### config.mk
export PLATFORM = sky130hd
export DESIGN_NAME = top_k_per_key_max_table
export DESIGN_NICKNAME = d
export VERILOG_FILES = /design/src/rtl/core/tkmt_pkg.sv /design/src/rtl/core/top_k_per_key_max_table.sv /design/src/rtl/core/tkmt_front.sv /design/src/rtl/core/tkmt_back.sv
export SDC_FILE = /design/constraint.sdc
export NUM_CORES = 2
export LEC_CHECK = 0
export BUFFER_PORTS_ARGS = -buffer_cell sky130_fd_sc_hd__buf_4
export CORE_ASPECT_RATIO = 1.2
export CORE_MARGIN = 4
export CORE_UTILIZATION = 45
export DETAILED_ROUTE_END_ITERATION = 12
export PLACE_DENSITY = 0.68
export SLEW_MARGIN = 20
export SYNTH_ARGS = -nofsm -noshare
export SYNTH_HDL_FRONTEND = slang
export SYNTH_HIERARCHICAL = 1
export SYNTH_SLANG_ARGS = --single-unit
### constraint.sdc
create_clock -name clk -period 12.9 [get_ports clk]
set_input_delay 1.29 -clock clk [delete_from_list [all_inputs] [get_ports clk]]
set_output_delay 1.29 -clock clk [all_outputs]
set_load 0.01 [all_outputs]
### src/rtl/core/tkmt_pkg.sv
// Shared types and constants for the top-k per-key max table.
package tkmt_pkg;
	localparam int unsigned VolW = 31;
	localparam int unsigned KeyW = 32;
	localparam int unsigned DlenW = 8;
	localparam int unsigned CmdW = 2;
	localparam int unsigned KeepW = 5;
	localparam logic [DlenW-1:0] MinDateLen = 8'd5;

	typedef enum logic [CmdW-1:0] {
		CMD_INSERT = 2'd0,
		CMD_QUERY  = 2'd1,
		CMD_CLEAR  = 2'd2,
		CMD_NONE   = 2'd3
	} cmd_t;

	localparam logic CfgMinVolume = 1'b0;
	localparam logic CfgKeepCount = 1'b1;

	typedef struct packed {
		cmd_t             command;
		logic [VolW-1:0]  volume;
		logic [KeyW-1:0]  period_key;
		logic             date_ok;
	} tkmt_item_t;
endpackage

### src/rtl/core/top_k_per_key_max_table.sv
// Top-k per-key max table: queries and key updates scan every slot; a new entry also runs the
// eviction check, which rescans all slots once per dropped entry; clear and early reject skip the scan.
// One item at a time, set by the slot scan in the back end (one slot per cycle); the next item
// is taken in the cycle after a result is loaded, and a two-entry queue takes items meanwhile.
// Reset empties the table, sets min_volume to 0 and keep_count to 16, and clears the output.
// Top level: configuration registers, front queue and table engine.
module top_k_per_key_max_table #(
	parameter int unsigned CAPACITY = 16
) (
	input  logic        clk,
	input  logic        arst_n,
	input  logic        in_valid,
	output logic        in_stall,
	input  logic [1:0]  command,
	input  logic [30:0] volume,
	input  logic [31:0] period_key,
	input  logic [7:0]  date_length,
	output logic        out_valid,
	input  logic        out_stall,
	output logic        answer,
	input  logic        cfg_valid,
	output logic        cfg_ready,
	input  logic        cfg_index,
	input  logic [31:0] cfg_data
);
	import tkmt_pkg::*;

	logic [VolW-1:0]  min_volume_q;
	logic [KeepW-1:0] keep_count_q;
	logic             q_valid, q_pop;
	tkmt_item_t       q_item;

	assign cfg_ready = 1'b1;

	always_ff @(posedge clk or negedge arst_n) begin
		if (!arst_n) begin
			min_volume_q <= '0;
			keep_count_q <= KeepW'(16);
		end else if (cfg_valid) begin
			if (cfg_index == CfgMinVolume) min_volume_q <= cfg_data[VolW-1:0];
			else keep_count_q <= cfg_data[KeepW-1:0];
		end
	end

	tkmt_front u_front (
		.clk, .arst_n, .in_valid, .in_stall, .command, .volume, .period_key,
		.date_length, .q_valid, .q_pop, .q_item
	);

	tkmt_back #(.CAPACITY(CAPACITY)) u_back (
		.clk, .arst_n, .q_valid, .q_pop, .q_item,
		.min_volume(min_volume_q), .keep_count(keep_count_q),
		.out_valid, .out_stall, .answer
	);

`ifndef ASSERT_OFF
	a_out_hold: assert property (@(posedge clk) disable iff (!arst_n)
		out_valid && out_stall |=> out_valid && $stable(answer))
		else $error("result dropped under stall");
	a_cfg_reg: assert property (@(posedge clk) disable iff (!arst_n)
		cfg_valid && cfg_index == CfgKeepCount |=> keep_count_q == $past(cfg_data[KeepW-1:0]))
		else $error("keep_count write lost");
`endif
endmodule

### src/rtl/core/tkmt_front.sv
// Front end: accepts items, classifies them, and queues them for the table engine.
module tkmt_front (
	input  logic                      clk,
	input  logic                      arst_n,
	input  logic                      in_valid,
	output logic                      in_stall,
	input  logic [1:0]                command,
	input  logic [tkmt_pkg::VolW-1:0] volume,
	input  logic [tkmt_pkg::KeyW-1:0] period_key,
	input  logic [tkmt_pkg::DlenW-1:0] date_length,
	output logic                      q_valid,
	input  logic                      q_pop,
	output tkmt_pkg::tkmt_item_t      q_item
);
	import tkmt_pkg::*;

	// two-entry queue
	tkmt_item_t mem_q [2];
	logic       rd_q, wr_q;
	logic [1:0] cnt_q;
	logic       push;
	tkmt_item_t it;

	always_comb begin
		it.command = cmd_t'(command);
		it.volume = volume;
		it.period_key = period_key;
		it.date_ok = (date_length >= MinDateLen);
	end

	assign in_stall = (cnt_q == 2'd2);
	assign push = in_valid && !in_stall;
	assign q_valid = (cnt_q != 2'd0);
	assign q_item = mem_q[rd_q];

	always_ff @(posedge clk or negedge arst_n) begin
		if (!arst_n) begin
			rd_q <= 1'b0;
			wr_q <= 1'b0;
			cnt_q <= 2'd0;
		end else begin
			if (push) wr_q <= ~wr_q;
			if (q_pop) rd_q <= ~rd_q;
			cnt_q <= cnt_q + {1'b0, push} - {1'b0, q_pop};
		end
	end

	always_ff @(posedge clk) begin
		if (push) mem_q[wr_q] <= it;
	end
endmodule

### src/rtl/core/tkmt_back.sv
// Back end: table slots, sequencer for match, min search and eviction, result register.
module tkmt_back #(
	parameter int unsigned CAPACITY = 16
) (
	input  logic                       clk,
	input  logic                       arst_n,
	input  logic                       q_valid,
	output logic                       q_pop,
	input  tkmt_pkg::tkmt_item_t       q_item,
	input  logic [tkmt_pkg::VolW-1:0]  min_volume,
	input  logic [tkmt_pkg::KeepW-1:0] keep_count,
	output logic                       out_valid,
	input  logic                       out_stall,
	output logic                       answer
);
	import tkmt_pkg::*;

	localparam int unsigned IdxW = (CAPACITY > 1) ? $clog2(CAPACITY) : 1;
	localparam int unsigned CntW = $clog2(CAPACITY + 1);

	typedef enum logic [2:0] {
		ST_IDLE, ST_MATCH, ST_SCAN, ST_PLACE, ST_EVICT, ST_DONE
	} st_t;

	st_t                st_q;
	tkmt_item_t         cur_q;
	logic [CAPACITY-1:0] valid_q;
	logic [KeyW-1:0]    key_q [CAPACITY];
	logic [VolW-1:0]    vol_q [CAPACITY];
	logic               res_q;
	logic               ans_q;
	logic               outv_q;
	logic [IdxW-1:0]    scan_q;
	logic               minf_q;
	logic [IdxW-1:0]    mini_q;
	logic [VolW-1:0]    minv_q;
	logic               hit_q;
	logic [IdxW-1:0]    hiti_q;
	logic               dup_q;
	logic               freef_q;
	logic [IdxW-1:0]    freei_q;
	logic [CntW-1:0]    count_q;
	logic [CntW-1:0]    limit;

	assign answer = ans_q;
	assign out_valid = outv_q;
	assign q_pop = (st_q == ST_IDLE) && q_valid;
	assign limit = ({{(32-KeepW){1'b0}}, keep_count} >= CAPACITY) ? CntW'(CAPACITY)
		: CntW'(keep_count);

	// one slot per cycle: key match, equal volume, first free, minimum
	logic               sv;
	logic               last;
	assign sv = valid_q[scan_q];
	assign last = (scan_q == IdxW'(CAPACITY - 1));

	always_ff @(posedge clk or negedge arst_n) begin
		if (!arst_n) begin
			st_q <= ST_IDLE;
			valid_q <= '0;
			outv_q <= 1'b0;
			res_q <= 1'b0;
			ans_q <= 1'b0;
			scan_q <= '0;
			minf_q <= 1'b0;
			hit_q <= 1'b0;
			dup_q <= 1'b0;
			freef_q <= 1'b0;
			count_q <= '0;
		end else begin
			if (outv_q && !out_stall && st_q != ST_DONE) outv_q <= 1'b0;
			unique case (st_q)
				ST_IDLE: begin
					if (q_valid) begin
						cur_q <= q_item;
						scan_q <= '0;
						minf_q <= 1'b0;
						hit_q <= 1'b0;
						dup_q <= 1'b0;
						freef_q <= 1'b0;
						st_q <= ST_MATCH;
					end
				end
				ST_MATCH: begin
					unique case (cur_q.command)
						CMD_CLEAR: begin
							valid_q <= '0;
							count_q <= '0;
							res_q <= 1'b0;
							st_q <= ST_DONE;
						end
						CMD_NONE: begin
							res_q <= 1'b0;
							st_q <= ST_DONE;
						end
						CMD_INSERT: begin
							if (cur_q.volume <= min_volume || !cur_q.date_ok) begin
								res_q <= 1'b0;
								st_q <= ST_DONE;
							end else st_q <= ST_SCAN;
						end
						default: st_q <= ST_SCAN;
					endcase
				end
				ST_SCAN: begin
					if (sv) begin
						if (key_q[scan_q] == cur_q.period_key && !hit_q) begin
							hit_q <= 1'b1;
							hiti_q <= scan_q;
						end
						if (vol_q[scan_q] == cur_q.volume) dup_q <= 1'b1;
						if (!minf_q || vol_q[scan_q] < minv_q) begin
							minf_q <= 1'b1;
							mini_q <= scan_q;
							minv_q <= vol_q[scan_q];
						end
					end else if (!freef_q) begin
						freef_q <= 1'b1;
						freei_q <= scan_q;
					end
					if (last) st_q <= ST_PLACE;
					else scan_q <= scan_q + 1'b1;
				end
				ST_PLACE: begin
					if (cur_q.command == CMD_QUERY) begin
						res_q <= minf_q && (minv_q <= cur_q.volume);
						st_q <= ST_DONE;
					end else if (hit_q) begin
						if (cur_q.volume > vol_q[hiti_q]) begin
							vol_q[hiti_q] <= cur_q.volume;
							res_q <= 1'b1;
						end else res_q <= 1'b0;
						st_q <= ST_DONE;
					end else if (dup_q) begin
						res_q <= 1'b0;
						st_q <= ST_DONE;
					end else begin
						res_q <= 1'b1;
						if (freef_q) begin
							valid_q[freei_q] <= 1'b1;
							key_q[freei_q] <= cur_q.period_key;
							vol_q[freei_q] <= cur_q.volume;
							count_q <= count_q + 1'b1;
						end else if (minf_q && cur_q.volume > minv_q) begin
							key_q[mini_q] <= cur_q.period_key;
							vol_q[mini_q] <= cur_q.volume;
						end
						scan_q <= '0;
						minf_q <= 1'b0;
						st_q <= ST_EVICT;
					end
				end
				ST_EVICT: begin
					// rescan for the minimum, drop it, repeat while over the limit
					if (count_q <= limit) st_q <= ST_DONE;
					else begin
						if (sv && (!minf_q || vol_q[scan_q] < minv_q)) begin
							minf_q <= 1'b1;
							mini_q <= scan_q;
							minv_q <= vol_q[scan_q];
						end
						if (last) begin
							if (sv && (!minf_q || vol_q[scan_q] < minv_q))
								valid_q[scan_q] <= 1'b0;
							else
								valid_q[mini_q] <= 1'b0;
							count_q <= count_q - 1'b1;
							scan_q <= '0;
							minf_q <= 1'b0;
						end else scan_q <= scan_q + 1'b1;
					end
				end
				ST_DONE: begin
					// hold until the output register is free
					if (!outv_q || !out_stall) begin
						outv_q <= 1'b1;
						ans_q <= res_q;
						st_q <= ST_IDLE;
					end
				end
				default: st_q <= ST_IDLE;
			endcase
		end
	end
endmodule

# Word level (Yosys, flattened, before mapping)
# Memories as Yosys holds them, arrays and structs flattened. A register that Yosys moved wholly into a read port is not among the register bits.
# Index checks and enable logic that the tools add are counted.
totals:
  ff_bits: 118
  ramBits: 1140
  word_cells: 247
  mem_count: 3
memory_table:
  columns: ["name", "words", "width", "rd", "rd_ports_with_merged_regs", "write_ports", "line_no", "rtl"]
  rows:
  - ["u_back.key_q", 16, 32, 1, 0, 1, "tkmt_back.sv:28", "logic [KeyW-1:0] key_q [CAPACITY];"]
  - ["u_back.vol_q", 16, 31, 2, 1, 1, "tkmt_back.sv:29", "logic [VolW-1:0] vol_q [CAPACITY];"]
  - ["u_front.mem_q", 2, 66, 1, 1, 1, "tkmt_front.sv:18", "tkmt_item_t mem_q [2];"]
classes:
  add_sub_neg: 5
  magnitude_cmp: 14
  eq_ne: 34
  muxes: 111
  n_bitwise: 10
  n_reduce_logical: 50
op_table:
  columns: ["operator", "n"]
  rows:
  - ["31-bit two-way mux", 6]
  - ["16-bit two-way mux", 8]
  - ["31-bit greater-than comparator", 2]
  - ["31-bit <= comparator", 2]
  - ["31-bit one-hot mux with 2 select lines", 1]
  - ["31-bit OR reduction", 2]
  - ["4-bit two-way mux", 15]
  - ["1-bit two-way mux", 49]
  - ["16-bit one-hot mux with 3 select lines", 1]
  - ["5-bit two-way mux", 8]
  - ["16-bit bitwise AND", 2]
  - ["32-bit == test", 1]
  - ["32-bit two-way mux", 1]
  - ["16-bit inverter", 2]
  - ["32-bit OR reduction", 1]
  - ["31-bit == test", 1]
  - ["31-bit less-than comparator", 1]
  - ["2-bit by 1-bit inequality test with 1-bit output, second input constant", 11]
  - ["3-bit two-way mux", 7]
  - ["4-bit AND reduction", 5]
  - ["3-bit one-hot mux with 6 select lines", 1]
  - ["16-bit bitwise OR", 1]
  - ["4-bit one-hot mux with 4 select lines", 1]
  - ["4-bit by 5-bit less-than comparator with 1-bit output, second input constant", 3]
  - ["other kinds (42)", 92]

# Longest topological paths before layout
logic_depth:
  word_depth: 12
  ltp_mapped: 19
  mapped_depth_nobuf: 13

# Modules after synthesis
# The synthesis kept the hierarchy.
by_module_without_submodules:
  columns: ["mod", "n_inst", "cells_per_inst", "area_each_um2", "seq_area_each_um2"]
  rows:
  - ["tkmt_back", 1, 2849, 52490.3, 34498.1]
  - ["tkmt_front", 1, 226, 5088.6, 4063.9]
  - ["top_k_per_key_max_table", 1, 79, 1385.1, 902.1]

# Worst setup path before layout
# No wires, ideal clock.
synth_timing:
  path_kind: "reg-to-reg"
  from: "register u_back.scan_q[1]"
  to: "register u_back.mini_q[0], enable pin"
  setup_ns: 0.485
  t_arrival_ns: 6.506
  setup_slack_ns: 5.908
  stages_incl_launch_ff: 16
  path_buffers: 6
  period_less_slack_ns: 6.992
  cell_sequence: "dfrtp_1 buf_2 buf_2 clkbuf_1 buf_1 mux4_2 mux4_2 ha_1 a21o_1 a221oi_1 o311ai_0 o21ai_0 buf_4 buf_4 nand2_1 a221oi_1"
synth_via:
  elab_chain_cells: 6
  elab_cells_between_ends: 10
  classes_between: "1 x order compare; 3 x eq/ne; 2 x mux; 3 x reduce/logical; 1 x memory"
synth_lines:
  columns: ["item", "line_no", "rtl"]
  rows:
  - ["from (decl)", "tkmt_back.sv:33", "logic [IdxW-1:0] scan_q;"]
  - ["from (signal assigned)", "tkmt_back.sv:122", "else scan_q <= scan_q + 1'b1;"]
  - ["from (signal assigned)", "tkmt_back.sv:170", "end else scan_q <= scan_q + 1'b1;"]
  - ["memory read 16 x 31 bit", null, null]
  - ["31-bit less-than comparator", "tkmt_back.sv:112, tkmt_back.sv:157", null]
  - ["1-bit logical OR", "tkmt_back.sv:112, tkmt_back.sv:157", null]
  - ["1-bit logical AND", "tkmt_back.sv:157", "if (sv && (!minf_q || vol_q[scan_q] < minv_q)) begin"]
  - ["2-bit by 1-bit inequality test with 1-bit output (no line)", null, null]
  - ["6-bit AND reduction (no line) (*)", null, null]
  - ["to (signal assigned)", "tkmt_back.sv:114", "mini_q <= scan_q;"]
  - ["to (signal assigned)", "tkmt_back.sv:159", "mini_q <= scan_q;"]
  - ["to (decl)", "tkmt_back.sv:35", "logic [IdxW-1:0] mini_q;"]
# Mark *: on every way between the ends. The rest lies on a longest branch, timed or not. The select of a mux whose other input is x is not followed.
# A chain may end at the register's enable or synchronous reset.

==> impl_metrics.yaml <==
floorplan:
  num_io_pins: 115
  num_rows: 145
  die_w_microns: 338
  core-area_sq_mm: 0.130
  fp.dieH_microns: 405
  die_area_sq_mm: 0.137
  initial_utilization_pct: 45.3
sta:
  finalSetupViolations: 0
  drv_slew: 0
  finalHoldViolations: 0
  timing.final.crit_share_pct: 54.4
  max_freq_ghz: 0.143
  fin_setup_tns_ns: 0
  rsz0062_at_grt: "no"
  worst_slew_pin_slew_ns: 1.06
  skew_ns: 0.0239
  slew_headroom_pct: 29.1
  fin_crit_ns: 7.02
detailed_routing:
  num_vias: 31500
  wl_microns: 144000
  dr.pass1.iters: 7
  wl_per_cell_microns: 28.0
  drc: 0
  vias_per_cell: 6.12
  drtIter0Drc: 3188
  drtAntennaViolNets: 0
worst_setup_path:
  cp_num_cells: 15
  cp_cell_sequence: "buf_4 > mux4_2 > mux4_2 > inv_1 > ha_1 > a21o_1 > a21o_1 > a211o_1 > o211ai_1 > a21oi_1 > nor3b_1 > o22ai_1 > a31oi_1 > nor2_4 > buf_4"
  cp.buffers_inverters: 3
  crit_required_ns: 13.34
  slowest_delay_ns: 0.95
  cp_max_fo: 45
  path_class: "reg -> reg"
  cpMaxStageDelayCell: "dfxtp_4"
  reg2reg_depth: 15
  cp-start-kind: "flip-flop"
  r2r_setup_slack_ns: 5.88
  cp_data_arrival_time_ns: 7.45
  cpLargestDelayFamily: "compound AO/OA/AOI/OAI gates"
  end_kind: "flip-flop"
logic_synthesis:
  synth_area_leader_cell: "edfxtp_1"
  synth-simple-area-share_pct: 3.09
  ys.flop_type: "edfxtp_1"
  synthCells: 3154
  yosys-top-cells-area: "edfxtp_1 64%, mux4_2 15%, dfrtp_1 3.1%, ha_1 2.9%, mux2i_1 1.9%"
  yosysWarnings: 6
  avgSynthCellArea_sq_um: 18.7
  async_reset_ff_share_pct: 5.65
  syn-cell-area_sq_mm: 0.0590
  synth_top_family_by_area: "multiplexers"
  synth-xor-area-share_pct: 1.02
  synth-seq-area-share_pct: 66.9
  synth_edf_count: 1249
  yosys.area.top_type_share_pct: 63.6
  synth_seq_cells: 1328
  synth.area.mux_share_pct: 19.9
  synth_cell_types: 74
  synthAdderAreaFrac_pct: 2.94
  synth_compound_area_share_pct: 3.78
  syn-num-nets: 3403
global_route:
  antenna_found_initial: 2
  globalRouteOverflowTotal: 0
  track_usage_pct: 21.0
  grt_max_degree: 121
  grt_pass1_vias: 32200
  grt_first_pass_wirelength_microns: 213000
worst_hold_path:
  min_path_cells: 1
  min_path_type: "reg -> reg"
power_and_ir_drop:
  power_density_mw_per_mm2: 172
  peakVddDrop_mv: 0.164
  p_leak_nw: 22.4
placement:
  dpl_cell_area_sq_mm: 0.0621
  place.gp.congestion: 0.906
  io_buffers: 112
  place.detailed.hpwl_microns: 84500
final_layout:
  syn2layout_area_growth_pct: 13.0
  drive_above_1_share_pct: 28.0
  stdcell_area_sq_mm: 0.0667
  final_nets: 3599
clock_network:
  cts_setup_buffers: 0
  clock_sinks: 1328
  postCtsHoldBufs: 0
  cts.path.max_buffers: 3
  cts-root-buf: "clkbuf_16"
  cts_tree: "yes"
  worstSkewPairLatency_ns: 0.74
  cts_buffers: 140
  path_clk_slew_ns: 0.06
  ctsResizeCount: 0
  htree_levels: 4
job:
  cap_viol_max_count: 0
status:
  status: "finished clean"
==> where the power goes <==
group | internal, mW | switching (mW) | leakage, nW
Combinational | 0.898 | 1.18 | 7.95
Clock | 2.30 | 1.65 | 2.20
Sequential | 5.14 | 0.274 | 12.2
==> state kept, by name, indices dropped and copies added, names as in the netlist, named ones only <==
register          cells
u_front/rd_q          1
u_back/scan_q         4
u_back/freei_q        4
u_back/key_q        512
u_back/count_q        5
u_front/cnt_q         2
min_volume_q         31
u_front/mem_q       132
u_front/wr_q          1
u_back/minv_q        31
u_back/vol_q        496
u_back/st_q           3
u_back/dup_q          1
u_back/minf_q         1
u_back/freef_q        1
u_back/hit_q          1
u_back/answer         1
u_back/mini_q         4
u_back/cur_q         66
u_back/valid_q       16
u_back/res_q          1
u_back/out_valid      1
u_back/hiti_q         4
keep_count_q          5
==> area by class of cell <==
| cell class | instances | area [sq um] |
|---|---|---|
| fill | 10300 | 63600 |
| sequential | 1328 | 39500 |
| tap | 1690 | 2110 |
| clock inverter | 73 | 732 |
| inverter | 126 | 474 |
| multi-input combinational | 1547 | 18500 |
| clock buffer | 182 | 3780 |
| timing repair buffer | 207 | 1580 |
| antenna | 1 | 2.50 |
==> metal layers <==
metal	up-vias	part of all wire, %	track usage [%]	wire (microns)
li1	13400	-	-	-
met1	16500	39	28.0	56700
met2	1289	50	35.5	72600
met3	293	6.6	3.07	9460
met4	0	3.7	7.74	5340
met5	-	0	0	0
==> synthesized netlist by cell type (5+ instances only) <==
cell type / n
or2_2: 5
o211ai_1: 9
inv_1: 124
mux4_1: 20
o21ai_0: 37
a221oi_1: 12
edfxtp_1: 1249
a22oi_1: 18
nor2_1: 82
buf_6: 12
a22o_1: 11
buf_4: 17
nand3_1: 53
mux2_4: 32
nand4_1: 40
ha_1: 137
a21o_1: 43
o2111ai_1: 18
nor4_1: 14
o221ai_1: 21
o21a_1: 7
and2_1: 10
a31oi_1: 12
o22ai_1: 25
nor3_1: 17
nand2b_1: 8
buf_1: 18
xor2_1: 42
mux2i_1: 110
mux4_2: 380
mux2_2: 93
nor2b_1: 18
dfrtp_1: 74
and3_1: 7
a211o_1: 5
xnor2_1: 27
a21oi_1: 64
buf_2: 33
nand2_1: 112
clkbuf_1: 65
o31ai_1: 7
==> cells by family after synthesis <==
group                      count (synthesis)
AOI/OAI and AO/OA                        321
xor gates and xnor gates                  69
adders and majority gates                138
buffers and inverters                    279
DFF                                     1328
muxes                                    639
other                                      1
and+or+nand+nor                          379
==> per-stage QoR <==
stage	total power [mW]	hold slack [ns]	util, %	instances	setup WS, ns
floorplan	6.88	0.452	-	3154	5.91
global placement	7.55	0.489	47.7	4897	5.80
detailed placement	7.59	0.489	47.7	4897	5.77
CTS	11.5	0.504	51.1	5152	5.75
global route	11.9	0.516	51.2	5153	5.43
finish	11.4	0.505	51.2	5154	5.88
==> final timing paths <==
kind,from,endpoint
setup / recovery,flip-flop,u_back/vol_q[15][8]
hold / removal,min_volume_q[17],min_volume_q[17]
setup reg to reg,flip-flop,u_back/vol_q[15][8]
hold reg to reg,min_volume_q[17],min_volume_q[17]
max in group asynchronous,arst_n,u_back/scan_q[3]
min in group asynchronous,arst_n,min_volume_q[14]
==> cell usage in the layout, fill, tap and decap left out, types with 40 or more instances in the layout <==
| cell type | count |
|---|---|
| edfxtp_1 | 1249 |
| xor2_1 | 42 |
| dfrtp_1 | 69 |
| buf_4 | 205 |
| nor2_1 | 53 |
| mux2_2 | 93 |
| nand2_1 | 112 |
| nand4_1 | 40 |
| a21o_1 | 43 |
| mux4_2 | 380 |
| inv_1 | 124 |
| nand3_1 | 53 |
| mux2i_1 | 110 |
| clkbuf_16 | 144 |
| ha_1 | 137 |
| a21oi_1 | 64 |
Note: power is estimated with default switching activity, not from simulation.
